<file path="src/design/cpusd_pkg.sv">
`default_nettype none
package cpusd_pkg;

    localparam logic [1:0] OP_LOAD     = 2'd0;
    localparam logic [1:0] OP_DISPATCH = 2'd1;
    localparam logic [1:0] OP_CLEAR    = 2'd2;

    localparam logic [1:0] POL_FCFS = 2'd0;
    localparam logic [1:0] POL_SJF  = 2'd1;
    localparam logic [1:0] POL_RR   = 2'd2;

    localparam logic [1:0] STAT_OK    = 2'd0;
    localparam logic [1:0] STAT_FULL  = 2'd1;
    localparam logic [1:0] STAT_EMPTY = 2'd2;

    localparam logic [3:0] CFG_POLICY  = 4'd0;
    localparam logic [3:0] CFG_QUANTUM = 4'd1;

    localparam int CLK_W = 20;

    typedef enum logic {
        ALU_ADD,
        ALU_SUB
    } t_alu_op;

    typedef struct packed {
        t_alu_op            op;
        logic [CLK_W-1:0]   a;
        logic [CLK_W-1:0]   b;
    } t_alu_req;

    typedef struct packed {
        logic [CLK_W-1:0]   res;
        logic               borrow;
    } t_alu_rsp;

    typedef struct packed {
        logic [1:0]  operation;
        logic [15:0] burst_time;
    } t_cmd;

    typedef struct packed {
        logic [1:0]       status;
        logic [4:0]       process_id;
        logic [CLK_W-1:0] slice_start;
        logic [15:0]      slice_length;
        logic             finished;
        logic [CLK_W-1:0] elapsed_time;
        logic             last;
    } t_res;

endpackage
`default_nettype wire

</file>
<file path="src/design/cpusd_alu.sv">
`default_nettype none
module cpusd_alu
    import cpusd_pkg::*;
(
    input  wire t_alu_req i_req,
    output t_alu_rsp      o_rsp
);

    logic [CLK_W:0] w_sum;

    always_comb begin
        case (i_req.op)
            ALU_ADD: w_sum = {1'b0, i_req.a} + {1'b0, i_req.b};
            ALU_SUB: w_sum = {1'b0, i_req.a} - {1'b0, i_req.b};
            default: w_sum = '0;
        endcase
    end

    // borrow on subtract means b > a
    assign o_rsp.res    = w_sum[CLK_W-1:0];
    assign o_rsp.borrow = w_sum[CLK_W];

endmodule
`default_nettype wire

</file>
<file path="src/design/cpu_scheduling_dispatcher.sv">
`default_nettype none
// Channel   Ports                                      Handshake
// command   i_start, o_busy, i_cmd                     taken when i_start & !o_busy
// result    o_done, o_res                              one-cycle strobe, no backpressure
// config    i_cfg_valid, o_cfg_ready, i_cfg_index,     taken when valid & ready
//           i_cfg_data
//
// Clear, rejected load, unused code, empty dispatch and FCFS/RR load: result in the cycle
// after the command. Dispatch: S_DRD, S_DFS, S_DCLK, then a finishing pass in S_IDLE,
// all through the shared add/subtract unit. SJF load: a read and a compare for each
// entry scanned, a read and a write for each entry shifted (registered queue read).
// Reset is synchronous, active low; no clearing pass. The result side cannot stall.
module cpu_scheduling_dispatcher
    import cpusd_pkg::*;
#(
    parameter int MAX_PROCESSES = 16
) (
    input  wire         i_clk,
    input  wire         i_rst_n,
    input  wire         i_start,
    output logic        o_busy,
    input  wire  t_cmd  i_cmd,
    output logic        o_done,
    output t_res        o_res,
    input  wire         i_cfg_valid,
    output logic        o_cfg_ready,
    input  wire  [3:0]  i_cfg_index,
    input  wire  [15:0] i_cfg_data
);

    localparam int SW = $clog2(MAX_PROCESSES);
    localparam int CW = $clog2(MAX_PROCESSES + 1);

    typedef struct packed {
        logic [SW-1:0] slot;
        logic [15:0]   rem;
    } t_qent;

    typedef enum logic [2:0] {
        S_IDLE,
        S_LRD,
        S_LCMP,
        S_SRD,
        S_SWR,
        S_DRD,
        S_DFS,
        S_DCLK
    } t_state;

    // D_EL folded: elapsed computed in S_IDLE while r_el is E_YES
    typedef enum logic {
        E_NO,
        E_YES
    } t_el;

    t_state              r_state, n_state;
    t_el                 r_el, n_el;
    logic [SW-1:0]       r_head, n_head;
    logic [CW-1:0]       r_count, n_count;
    logic [CW-1:0]       r_next, n_next;
    logic [CLK_W-1:0]    r_clock, n_clock;
    logic [MAX_PROCESSES-1:0] r_started, n_started;
    logic [1:0]          r_policy;
    logic [15:0]         r_quantum;
    logic                r_done, n_done;
    t_res                r_res, n_res;

    logic [15:0]         r_burst, n_burst;
    logic [SW-1:0]       r_slot, n_slot;
    logic [CW-1:0]       r_i, n_i;
    logic [CW-1:0]       r_ins, n_ins;
    logic [15:0]         r_rem, n_rem;
    logic                r_gt, n_gt;
    logic                r_was, n_was;
    logic                r_fin, n_fin;
    logic [CLK_W-1:0]    r_first, n_first;
    logic [CLK_W-1:0]    r_sstart, n_sstart;
    logic [15:0]         r_len, n_len;

    t_qent               q_mem [MAX_PROCESSES];
    t_qent               r_qrd;
    logic                q_we;
    logic [SW-1:0]       q_waddr, q_raddr;
    t_qent               q_wdata;

    logic [CLK_W-1:0]    fs_mem [MAX_PROCESSES];
    logic [CLK_W-1:0]    r_fsrd;
    logic                fs_we;
    logic [SW-1:0]       fs_waddr, fs_raddr;
    logic [CLK_W-1:0]    fs_wdata;

    t_alu_req            alu_req;
    t_alu_rsp            alu_rsp;

    logic [15:0]         w_q;
    logic                w_rr;
    logic [SW-1:0]       w_new_slot;

    cpusd_alu u_alu (
        .i_req (alu_req),
        .o_rsp (alu_rsp)
    );

    function automatic logic [SW-1:0] f_pos(input logic [SW-1:0] head,
                                            input logic [CW-1:0] x);
        logic [CW:0] s;
        s = (CW+1)'(head) + (CW+1)'(x);
        if (s >= (CW+1)'(MAX_PROCESSES)) begin
            s = s - (CW+1)'(MAX_PROCESSES);
        end
        return s[SW-1:0];
    endfunction

    function automatic logic [4:0] f_id(input logic [SW-1:0] slot);
        return 5'(32'(slot) + 32'd1);
    endfunction

    assign w_q        = (r_quantum == 16'd0) ? 16'd1 : r_quantum;
    assign w_rr       = (r_policy == POL_RR);
    assign w_new_slot = r_next[SW-1:0];

    always_comb begin
        n_state   = r_state;
        n_el      = r_el;
        n_head    = r_head;
        n_count   = r_count;
        n_next    = r_next;
        n_clock   = r_clock;
        n_started = r_started;
        n_done    = 1'b0;
        n_res     = r_res;
        n_burst   = r_burst;
        n_slot    = r_slot;
        n_i       = r_i;
        n_ins     = r_ins;
        n_rem     = r_rem;
        n_gt      = r_gt;
        n_was     = r_was;
        n_fin     = r_fin;
        n_first   = r_first;
        n_sstart  = r_sstart;
        n_len     = r_len;
        q_we      = 1'b0;
        q_waddr   = f_pos(r_head, r_count);
        q_wdata   = '{slot: r_slot, rem: r_burst};
        q_raddr   = r_head;
        fs_we     = 1'b0;
        fs_waddr  = r_slot;
        fs_wdata  = r_clock;
        fs_raddr  = r_slot;
        alu_req   = '{op: ALU_ADD, a: '0, b: '0};

        case (r_state)
            S_IDLE: begin
                if (r_el == E_YES) begin
                    // finish a dispatch: clock already advanced
                    alu_req = '{op: ALU_SUB, a: r_clock, b: r_first};
                    n_res.status       = STAT_OK;
                    n_res.process_id   = f_id(r_slot);
                    n_res.slice_start  = r_sstart;
                    n_res.slice_length = r_len;
                    n_res.finished     = r_fin;
                    n_res.elapsed_time = w_rr ? (r_fin ? alu_rsp.res : '0) : r_sstart;
                    n_res.last         = (r_count == '0);
                    n_done = 1'b1;
                    n_el   = E_NO;
                end else if (i_start) begin
                    n_res = '0;
                    case (i_cmd.operation)
                        OP_CLEAR: begin
                            n_head    = '0;
                            n_count   = '0;
                            n_next    = '0;
                            n_clock   = '0;
                            n_started = '0;
                            n_done    = 1'b1;
                        end
                        OP_LOAD: begin
                            if (r_next >= CW'(MAX_PROCESSES)) begin
                                n_res.status = STAT_FULL;
                                n_done = 1'b1;
                            end else begin
                                n_next = r_next + CW'(1);
                                n_started[w_new_slot] = 1'b0;
                                n_burst = i_cmd.burst_time;
                                n_slot  = w_new_slot;
                                if (r_policy == POL_SJF) begin
                                    n_i     = '0;
                                    n_state = S_LRD;
                                end else begin
                                    q_we    = 1'b1;
                                    q_wdata = '{slot: w_new_slot, rem: i_cmd.burst_time};
                                    n_count = r_count + CW'(1);
                                    n_res.process_id = f_id(w_new_slot);
                                    n_done  = 1'b1;
                                end
                            end
                        end
                        OP_DISPATCH: begin
                            if (r_count == '0) begin
                                n_res.status = STAT_EMPTY;
                                n_res.last   = 1'b1;
                                n_done = 1'b1;
                            end else begin
                                q_raddr = r_head;
                                n_state = S_DRD;
                            end
                        end
                        default: begin
                            n_done = 1'b1;
                        end
                    endcase
                end
            end
            // search for the first entry with a longer remaining time
            S_LRD: begin
                if (r_i == r_count) begin
                    n_ins   = r_count;
                    n_state = S_SRD;
                end else begin
                    q_raddr = f_pos(r_head, r_i);
                    n_state = S_LCMP;
                end
            end
            S_LCMP: begin
                alu_req = '{op: ALU_SUB, a: CLK_W'(r_burst), b: CLK_W'(r_qrd.rem)};
                if (alu_rsp.borrow) begin
                    n_ins   = r_i;
                    n_i     = r_count;
                    n_state = S_SRD;
                end else begin
                    n_i     = r_i + CW'(1);
                    n_state = S_LRD;
                end
            end
            // shift the tail back one place, then drop the new word in
            S_SRD: begin
                if (r_i == r_ins) begin
                    q_we    = 1'b1;
                    q_waddr = f_pos(r_head, r_ins);
                    n_count = r_count + CW'(1);
                    n_res   = '0;
                    n_res.process_id = f_id(r_slot);
                    n_done  = 1'b1;
                    n_state = S_IDLE;
                end else begin
                    q_raddr = f_pos(r_head, r_i - CW'(1));
                    n_state = S_SWR;
                end
            end
            S_SWR: begin
                q_we    = 1'b1;
                q_waddr = f_pos(r_head, r_i);
                q_wdata = r_qrd;
                n_i     = r_i - CW'(1);
                n_state = S_SRD;
            end
            S_DRD: begin
                n_slot   = r_qrd.slot;
                n_rem    = r_qrd.rem;
                n_was    = r_started[r_qrd.slot];
                fs_raddr = r_qrd.slot;
                if (!r_started[r_qrd.slot]) begin
                    n_started[r_qrd.slot] = 1'b1;
                    fs_we    = 1'b1;
                    fs_waddr = r_qrd.slot;
                    n_first  = r_clock;
                end
                n_head  = f_pos(r_head, CW'(1));
                n_count = r_count - CW'(1);
                alu_req = '{op: ALU_SUB, a: CLK_W'(w_q), b: CLK_W'(r_qrd.rem)};
                n_gt    = alu_rsp.borrow;
                n_state = S_DFS;
            end
            S_DFS: begin
                if (r_was) begin
                    n_first = r_fsrd;
                end
                if (w_rr && r_gt) begin
                    alu_req = '{op: ALU_SUB, a: CLK_W'(r_rem), b: CLK_W'(w_q)};
                    n_len   = w_q;
                    n_fin   = 1'b0;
                    q_we    = 1'b1;
                    q_waddr = f_pos(r_head, r_count);
                    q_wdata = '{slot: r_slot, rem: alu_rsp.res[15:0]};
                    n_count = r_count + CW'(1);
                end else begin
                    n_len = r_rem;
                    n_fin = 1'b1;
                end
                n_state = S_DCLK;
            end
            S_DCLK: begin
                alu_req  = '{op: ALU_ADD, a: r_clock, b: CLK_W'(r_len)};
                n_clock  = alu_rsp.res;
                n_sstart = r_clock;
                n_el     = E_YES;
                n_state  = S_IDLE;
            end
            default: begin
                n_state = S_IDLE;
            end
        endcase
    end

    always_ff @(posedge i_clk) begin
        r_res    <= n_res;
        r_burst  <= n_burst;
        r_slot   <= n_slot;
        r_i      <= n_i;
        r_ins    <= n_ins;
        r_rem    <= n_rem;
        r_gt     <= n_gt;
        r_was    <= n_was;
        r_fin    <= n_fin;
        r_first  <= n_first;
        r_sstart <= n_sstart;
        r_len    <= n_len;
        if (!i_rst_n) begin
            r_state   <= S_IDLE;
            r_el      <= E_NO;
            r_head    <= '0;
            r_count   <= '0;
            r_next    <= '0;
            r_clock   <= '0;
            r_started <= '0;
            r_done    <= 1'b0;
            r_policy  <= POL_FCFS;
            r_quantum <= 16'd4;
        end else begin
            r_state   <= n_state;
            r_el      <= n_el;
            r_head    <= n_head;
            r_count   <= n_count;
            r_next    <= n_next;
            r_clock   <= n_clock;
            r_started <= n_started;
            r_done    <= n_done;
            if (i_cfg_valid) begin
                case (i_cfg_index)
                    CFG_POLICY:  r_policy  <= i_cfg_data[1:0];
                    CFG_QUANTUM: r_quantum <= i_cfg_data;
                    default: begin
                    end
                endcase
            end
        end
    end

    always_ff @(posedge i_clk) begin
        if (q_we) begin
            q_mem[q_waddr] <= q_wdata;
        end
        r_qrd <= q_mem[q_raddr];
    end

    always_ff @(posedge i_clk) begin
        if (fs_we) begin
            fs_mem[fs_waddr] <= fs_wdata;
        end
        r_fsrd <= fs_mem[fs_raddr];
    end

    assign o_busy      = (r_state != S_IDLE) || (r_el == E_YES);
    assign o_done      = r_done;
    assign o_res       = r_res;
    assign o_cfg_ready = 1'b1;

endmodule
`default_nettype wire
</file>
<file path="config.mk">
export PLATFORM = sky130hd
export DESIGN_NAME = cpu_scheduling_dispatcher
export DESIGN_NICKNAME = d
export VERILOG_FILES = /design/src/design/cpusd_pkg.sv /design/src/design/cpusd_alu.sv /design/src/design/cpu_scheduling_dispatcher.sv
export SDC_FILE = /design/constraint.sdc
export NUM_CORES = 1
export LEC_CHECK = 0
export ABC_AREA = 1
export BUFFER_PORTS_ARGS = -buffer_cell sky130_fd_sc_hd__buf_2
export CORE_UTILIZATION = 25
export CTS_CLUSTER_DIAMETER = 120
export DETAILED_ROUTE_END_ITERATION = 10
export MAX_ROUTING_LAYER = met4
export SYNTH_ARGS = -nofsm -noshare
export SYNTH_HDL_FRONTEND = slang
export SYNTH_SLANG_ARGS = --single-unit
</file>
<file path="constraint.sdc">
create_clock -name i_clk -period 20.8 [get_ports i_clk]
set_input_delay 4.16 -clock i_clk [delete_from_list [all_inputs] [get_ports i_clk]]
set_output_delay 4.16 -clock i_clk [all_outputs]
set_load 0.01 [all_outputs]
</file>
==> parameters.txt, run 1 <==
Parameter                              Value

Outcome
  Status    complete, no violations

Min path
  Startpoint of the tightest hold check path    r_started[14]
  Worst Hold Path Cells    2
  Hold worst-path end    r_started[14]
  Type of the tightest min-delay check    reg2reg

Timing
  Slew @ Worst Pin    roughly 1.4 ns
  Final count of pins violating max slew    0
  Hold_ws    0.469 ns
  Setup repair after global routing missed its margin    false
  Maximum clock skew at final layout    0.0387 ns
  Count of final setup violators    0
  Final hold viol count    0
  Worst slew margin    8.25%
  Final worst path period share    34.3%
  Final critical delay including setup and external delays    7.14 ns
  Max Clk Rate    0.140 GHz
  Summed negative setup slack over all endpoints    0 ns

Detailed routing
  Routed wire length per instance    between 20 and 25 µm
  Vias post-DR    29500
  Total wirelength of the detailed-routed design    125000 µm
  Drt pass-1 iters    6
  ANT nets after route    0
  DRC violation count after routing    0
  Detailed-route vias per instance    ~4.8
  Detailed router's first-iteration violation count    3345

Worst setup path
  Worst path required time    between 20 and 25 ns
  Flop-to-flop setup slack    approximately 14 ns
  Arrival time of the worst setup path    7.45 ns
  Startpoint of the worst-slack reg-to-reg timing path    r_state[2]
  Crit. End Element    flip-flop
  Number of cells on the worst reg-to-reg path    20
  Startpoint-to-endpoint class of the critical path    reg2reg
  Destination of the worst register-to-register timing path    q_mem[3][15]
  Top fanout value on the critical path    48
  CP Launch Type    flip-flop

Global route
  Global-route wire length before repair    185000 µm
  Vias in the first global route    around 28000
  Remaining global-route overflow    0
  Maximum number of pins on one net before global-route repair    94
  Initial antenna violation count    6
  Total global-route track usage    15.3%

Yosys
  Synthesized netlist net count    a little under 4000
  Synth warnings    0
  Number of storage elements in the synthesis netlist    923
  Proportion of synthesized flip-flops having asynchronous set or reset    0%
  Number of enable-type register cells in the synthesized netlist    810
  Average cell area after synthesis    10.6 µm²
  Number of instances in the synthesized netlist    3879
  Unique masters post-synth    59
  Post-synthesis instance area    41000 µm²
  Sequential element share of the synthesized area    64.9%
  Predominant post-synthesis flop cell    sky130_fd_sc_hd__edfxtp_1

Floorplan
  Area of the core    163000 µm²
  Die extent in x    ~410 µm
  Die Outline Area    166000 µm²
  Number of placed I/O pins    between 100 and 150
  Die outline height    407 µm
  Initial Utilization    25.2%
  Std cell rows    148

Clock tree
  Clock sink count    923
  H-tree depth    3
  Maximum buffer depth of the clock tree    3
  TritonCTS clock tree    done
  Post-cts resize count    0
  TritonCTS buffer count    97
  Clock transition at path regs    ~0.070 ns
  Worst-skew pair later-pin latency    between 0.6 and 0.7 ns
  Root buffer selected by CTS    sky130_fd_sc_hd__clkbuf_16
  Buffers inserted during post-CTS setup optimization    0
  Number of hold buffers added after CTS    0

Finish
  Final nets    roughly 4000
  Commonest non-fill, non-tap cell in the layout    sky130_fd_sc_hd__nand2_1
  Top library cells by usage in the layout, fill and taps aside    sky130_fd_sc_hd__nand2_1 (984), sky130_fd_sc_hd__edfxtp_1 (810), sky130_fd_sc_hd__nand3_1 (396)
  Share of cells above drive strength 1    10.2%
  Number of inserted filler cells in the final layout    16700
  Area Overhead vs Synth    15.1%
  Post-layout instance count excluding filler cells    between 6000 and 7000

Power and ir drop
  Total power divided by cell area    121 nW/µm²
  Peak supply drop    0.0670 mV
  P_leak    between 15 and 20 nW

Job
  Max_cap viols    0

Place
  Placed instance count    6018
  Detailed placer's ending HPWL    81200 µm
  Count of input and output buffers    108
  Weighted congestion at the end of routability-driven global placement    0.922
==> power breakdown <==
| part | leakage (nW) | internal (mW) | switching [mW] |
|---|---|---|---|
| clock network | 1.62 | 1.04 | 0.740 |
| logic | 7.54 | 0.433 | 1.18 |
| registers | 8.40 | 2.22 | 0.107 |
| total | 17.6 | 3.70 | 2.03 |
==> per-stage QoR <==
step           utilization [%]  setup slack, ns  total power, mW  cell area [µm²]
6_report                  29.0            13.66             5.72            47200
5_1_grt                   29.0            13.18             5.98            47200
4_1_cts                   29.0            13.76             5.73            47200
3_5_place_dp              27.0            13.00             3.95            43900
3_3_place_gp              27.0            13.04             3.94            43900
2_1_floorplan                -            11.04             3.38            41000
==> sequential cells by signal, indices dropped and copies added (netlist names), 20 cells and up <==
name	count
fs_mem	320
q_mem	320
o_res	65
fs_wdata	20
r_first	20
r_fsrd	20
r_qrd	20
r_sstart	20
==> logic make-up (layout without fill, tap and decap cells) <==
| logic type | after synthesis | in the layout | synth area share (%) |
|---|---|---|---|
| adders and majority gates | 48 | 48 | 1.56 |
| muxes | 40 | 40 | 0.977 |
| other | 1 | 2 | 0.00915 |
| DFF | 923 | 923 | 64.9 |
| buffers and inverters | 445 | 593 | 4.66 |
| xor gates and xnor gates | 51 | 51 | 1.09 |
| and+or+nand+nor | 1803 | 1803 | 18.4 |
| AOI/OAI and AO/OA | 568 | 568 | 8.47 |
==> metal layers <==
metal / GRT usage [%] / share of wire (%) / vias up
met5: - / 0 / -
met2: 23.6 / 46 / 1167
met4: 3.63 / 2.0 / 0
met1: 21.2 / 45 / 14500
li1: - / - / 13700
met3: 2.07 / 7.1 / 160
==> how the worst max path moves through the flow <==
stage | startpoint | to | slack (ns) | cells past startpoint
detailed placement | i_cmd[17] | q_mem[12][8] | 13.00 | 10
CTS | i_cmd[17] | q_mem[10][8] | 13.76 | 10
global route | r_state[2] | q_mem[9][7] | 13.18 | 18
floorplan | i_start | o_res[0] | 11.04 | 2
global placement | i_cmd[17] | q_mem[6][8] | 13.04 | 10
finish | r_state[2] | q_mem[3][15] | 13.66 | 20
==> worst max-delay path, cell delays in order (launching register included) <==
cell and delay (ns):
sky130_fd_sc_hd__dfxtp_1 0.71, sky130_fd_sc_hd__nand3_2 0.64, sky130_fd_sc_hd__nor2_4 0.25, sky130_fd_sc_hd__buf_4 0.51, sky130_fd_sc_hd__inv_1 0.29, sky130_fd_sc_hd__o21ai_1 0.34, sky130_fd_sc_hd__inv_1 0.08, sky130_fd_sc_hd__ha_1 0.20
sky130_fd_sc_hd__nor2_1 0.13, sky130_fd_sc_hd__xor2_1 0.15, sky130_fd_sc_hd__inv_1 0.06, sky130_fd_sc_hd__ha_1 0.37, sky130_fd_sc_hd__nand2_1 0.09, sky130_fd_sc_hd__o21ai_0 0.50, sky130_fd_sc_hd__a21boi_0 0.33, sky130_fd_sc_hd__o21ai_0 0.37
sky130_fd_sc_hd__nand3_1 0.12, sky130_fd_sc_hd__nand2_1 0.10, sky130_fd_sc_hd__or2_2 0.14, sky130_fd_sc_hd__nand3_1 0.29, sky130_fd_sc_hd__a21oi_1 1.04
==> cell usage after synthesis (3+ instances only) <==
cell type	number	area, µm²
sky130_fd_sc_hd__nand3_1	396	1980
sky130_fd_sc_hd__inv_1	210	788
sky130_fd_sc_hd__o31ai_1	3	22.5
sky130_fd_sc_hd__o211ai_1	32	240
sky130_fd_sc_hd__a21oi_1	124	621
sky130_fd_sc_hd__o221ai_1	36	315
sky130_fd_sc_hd__buf_2	60	300
sky130_fd_sc_hd__nor2_4	3	33.8
sky130_fd_sc_hd__nor4_1	12	75.1
sky130_fd_sc_hd__xor2_1	36	315
sky130_fd_sc_hd__o21ai_1	30	150
sky130_fd_sc_hd__mux2i_1	40	400
sky130_fd_sc_hd__a22oi_1	16	120
sky130_fd_sc_hd__nand2_1	984	3690
sky130_fd_sc_hd__edfxtp_1	810	24300
sky130_fd_sc_hd__buf_1	13	48.8
sky130_fd_sc_hd__a22o_1	11	96.3
sky130_fd_sc_hd__a221oi_1	10	87.6
sky130_fd_sc_hd__a31oi_1	4	25.0
sky130_fd_sc_hd__ha_1	43	538
sky130_fd_sc_hd__dfxtp_1	113	2260
sky130_fd_sc_hd__buf_4	17	128
sky130_fd_sc_hd__fa_1	5	100
sky130_fd_sc_hd__nor2_2	9	56.3
sky130_fd_sc_hd__nand2_2	6	37.5
sky130_fd_sc_hd__buf_6	13	146
sky130_fd_sc_hd__o22ai_1	22	138
sky130_fd_sc_hd__o2111ai_1	11	96.3
sky130_fd_sc_hd__o21ai_0	210	1050
sky130_fd_sc_hd__nor3_1	11	55.1
sky130_fd_sc_hd__o32ai_1	38	333
sky130_fd_sc_hd__nand4_1	22	138
sky130_fd_sc_hd__a211oi_1	3	22.5
sky130_fd_sc_hd__inv_2	22	82.6
sky130_fd_sc_hd__clkinv_1	3	11.3
sky130_fd_sc_hd__nor2_1	339	1270
sky130_fd_sc_hd__xnor2_1	15	131
sky130_fd_sc_hd__nand3_2	5	50.1
sky130_fd_sc_hd__clkbuf_1	106	398
sky130_fd_sc_hd__nand3b_1	4	30.0
sky130_fd_sc_hd__a21o_1	6	45.0
==> final cells by class <==
cell class | instances | area [µm²] | share of cell area, %
Multi-Input combinational cell | 2511 | 12600 | 26.8
Inverter | 235 | 887 | 1.88
Sequential cell | 923 | 26600 | 56.4
Tap cell | 2175 | 2720 | 5.77
Clock buffer | 126 | 2690 | 5.71
Timing Repair Buffer | 175 | 1040 | 2.21
Antenna cell | 1 | 2.50 | 0.00530
Clock inverter | 57 | 597 | 1.27
Power figures use the tool's default switching activity.
==> run 2: changes to the inputs <==
clock period = 7.2 ns   (was 20.8 ns; I/O delays follow)
==> run 2 against run 1 <==
Power rose to 2.9 times the previous value. Cell count rose by 0.11%. Core utilization barely moved. Clock power rose to 2.8 times the previous value.
==> parameters.txt, run 2 (same netlist as run 1, synthesis figures left out) <==
Parameter                              Value

Timing
  Count of final setup violators    0 (unchanged)
  Final count of pins violating max slew    0 (unchanged)
  Final critical delay including setup and external delays    6.30 ns (-0.837 ns)
  Max Clk Rate    0.159 GHz (+13%)
  Hold_ws    0.451 ns (-0.0179 ns)
  Worst slew margin    15.0% (+6.8 points)
  Final hold viol count    0 (unchanged)
  Final worst path period share    87.5% (+53 points)
  Summed negative setup slack over all endpoints    0 ns (unchanged)
  Slew @ Worst Pin    1.27 ns (-0.102 ns)
  Setup repair after global routing missed its margin    false
  Maximum clock skew at final layout    0.0432 ns (+0.00452 ns)
  Crit path setup slack, layout    0.897 ns (-12.76 ns)

Job
  Max_cap viols    0 (unchanged)

Worst setup path
  CP Launch Type    flip-flop
  Startpoint-to-endpoint class of the critical path    reg2reg
  Destination of the worst register-to-register timing path    q_mem[7][14]
  Arrival time of the worst setup path    6.60 ns (-0.85 ns)
  Worst path required time    7.50 ns (-13.61 ns)
  Crit. End Element    flip-flop
  Flop-to-flop setup slack    0.90 ns (-12.76 ns)
  Top fanout value on the critical path    16 (-67%)
  Startpoint of the worst-slack reg-to-reg timing path    r_state[0]
  Number of cells on the worst reg-to-reg path    22 (+10%)

Global route
  Total global-route track usage    15.6% (+0.33 points)
  Global-route wire length before repair    188000 µm (+1.7%)
  Remaining global-route overflow    0 (unchanged)
  Maximum number of pins on one net before global-route repair    97 (+3.2%)
  Initial antenna violation count    9 (+3)
  Vias in the first global route    27900 (-0.15%)

Finish
  Commonest non-fill, non-tap cell in the layout    sky130_fd_sc_hd__nand2_1
  Area of all sequential standard cells    26600 µm² (unchanged)
  Final Cell Area    47200 µm² (about the same)
  Share of cells above drive strength 1    10.3% (+0.087 points)
  Multi-input combinational cell area    12700 µm² (about the same)
  Number of inserted filler cells in the final layout    16700 (+0.13%)
  Top library cells by usage in the layout, fill and taps aside    sky130_fd_sc_hd__nand2_1 (984), sky130_fd_sc_hd__edfxtp_1 (810), sky130_fd_sc_hd__nand3_1 (396)
  Final nets    4041 (+0.20%)
  Fraction of the core area covered by cells at the end of the flow    29.0% (about the same)
  Post-layout instance count excluding filler cells    6210 (+0.11%)
  Area Overhead vs Synth    15.1% (about the same)

Clock tree
  TritonCTS buffer count    94 (-3.1%)
  Post-cts resize count    0 (unchanged)
  Number of hold buffers added after CTS    0 (unchanged)
  Buffers inserted during post-CTS setup optimization    0 (unchanged)
  H-tree depth    3 (unchanged)
  Clock sink count    923 (unchanged)
  Maximum buffer depth of the clock tree    3 (unchanged)
  TritonCTS clock tree    done
  Root buffer selected by CTS    sky130_fd_sc_hd__clkbuf_16
  Worst-skew pair later-pin latency    0.69 ns (about the same)
  Clock transition at path regs    0.06 ns (about the same)

Place
  Area post-placement    44000 µm² (+0.21%)
  Dpl ws    1.05 ns (-11.96 ns)
  Placed instance count    6029 (+0.18%)
  Detailed placer's ending HPWL    82900 µm (+2.1%)
  Weighted congestion at the end of routability-driven global placement    0.953 (+3.4%)
  Count of input and output buffers    108 (unchanged)

Outcome
  Status    complete, no violations

Min path
  Hold worst-path end    r_started[5]
  Worst Hold Path Cells    2 (unchanged)
  Startpoint of the tightest hold check path    r_started[5]
  Type of the tightest min-delay check    reg2reg

Power and ir drop
  Peak supply drop    0.192 mV (+190%)
  P_leak    17.5 nW (about the same)
  Total power divided by cell area    350 nW/µm² (+190%)
  Final Total Pwr    16.5 mW (+190%)

Detailed routing
  Routed wire length per instance    20.7 µm (+2.6%)
  Total wirelength of the detailed-routed design    129000 µm (+2.7%)
  Vias post-DR    29600 (+0.31%)
  ANT nets after route    0 (unchanged)
  DRC violation count after routing    0 (unchanged)
  Detailed-route vias per instance    4.77 (+0.20%)
  Detailed router's first-iteration violation count    3287 (-1.7%)
  Drt pass-1 iters    5 (-1)

Floorplan
  Die Outline Area    166000 µm² (unchanged)
  Die outline height    407 µm (unchanged)
  Initial Utilization    25.2% (unchanged)
  Std cell rows    148 (unchanged)
  Area of the core    163000 µm² (unchanged)
  Die extent in x    407 µm (unchanged)
  Number of placed I/O pins    110 (unchanged)
-- run 2: cell types whose count changed in the layout (fill, tap and decap cells not counted), sizes merged --
cell / previous run / this run
clkinv: 47 / 32
buf: 175 / 186
clkbuf: 126 / 132
clkinvlp: 2 / 4
diode: 1 / 3
inv: 233 / 234
-- run 2: report_power, final --
part           internal [mW]  total [mW]  switching, mW  leakage [nW]
Clock                   2.91        5.05           2.13          1.55
Sequential              6.42        6.74          0.321          8.40
Combinational           1.29        4.73           3.44          7.59
Total                   10.6        16.5           5.90          17.5
-- run 2: metal layers --
layer	GRT usage, %	share of wire [%]	vias to the layer above
li1	-	-	13700
met1	21.1	44	14600
met2	24.5	47	1093
met3	2.20	6.9	187
met4	4.19	2.4	0
met5	-	0	-
-- run 2: critical path, cell delays in order (launching register included) --
cell and delay [ns]:
sky130_fd_sc_hd__dfxtp_1 0.44, sky130_fd_sc_hd__nor2_2 0.50, sky130_fd_sc_hd__inv_2 0.11, sky130_fd_sc_hd__nor2_4 0.24
sky130_fd_sc_hd__inv_2 0.19, sky130_fd_sc_hd__nor2_2 0.32, sky130_fd_sc_hd__inv_1 0.12, sky130_fd_sc_hd__nand2_1 0.59
sky130_fd_sc_hd__inv_1 0.26, sky130_fd_sc_hd__o22ai_1 0.17, sky130_fd_sc_hd__a221oi_1 0.07, sky130_fd_sc_hd__ha_1 0.30
sky130_fd_sc_hd__fa_1 0.47, sky130_fd_sc_hd__inv_1 0.10, sky130_fd_sc_hd__nand3_1 0.06, sky130_fd_sc_hd__nand2_1 0.16
sky130_fd_sc_hd__nand3_1 0.09, sky130_fd_sc_hd__nand3_1 0.14, sky130_fd_sc_hd__nand3_1 0.09, sky130_fd_sc_hd__nand2_1 0.09
sky130_fd_sc_hd__nor2_1 0.06, sky130_fd_sc_hd__nand3b_1 0.29, sky130_fd_sc_hd__a21oi_1 1.04
-- run 2: worst max path at each step --
stage	start	end	slack (ns)	depth (start not counted)
CTS	r_state[0]	q_mem[13][12]	1.04	20
global placement	r_state[1]	q_mem[12][13]	1.22	25
detailed placement	r_state[0]	q_mem[4][12]	1.05	20
global route	r_state[0]	q_mem[6][12]	0.29	20
floorplan	i_start	o_res[0]	0.16	2
finish	r_state[0]	q_mem[7][14]	0.90	22
-- run 2: final cells by class --
| class | count | share of cell area (%) |
|---|---|---|
| antenna | 3 | 0.0159 |
| clock buffer | 132 | 5.53 |
| clock inverter | 45 | 1.22 |
| inverter | 235 | 1.88 |
| multi-input combinational | 2511 | 26.8 |
| sequential | 923 | 56.4 |
| tap | 2175 | 5.77 |
| timing repair buffer | 186 | 2.39 |
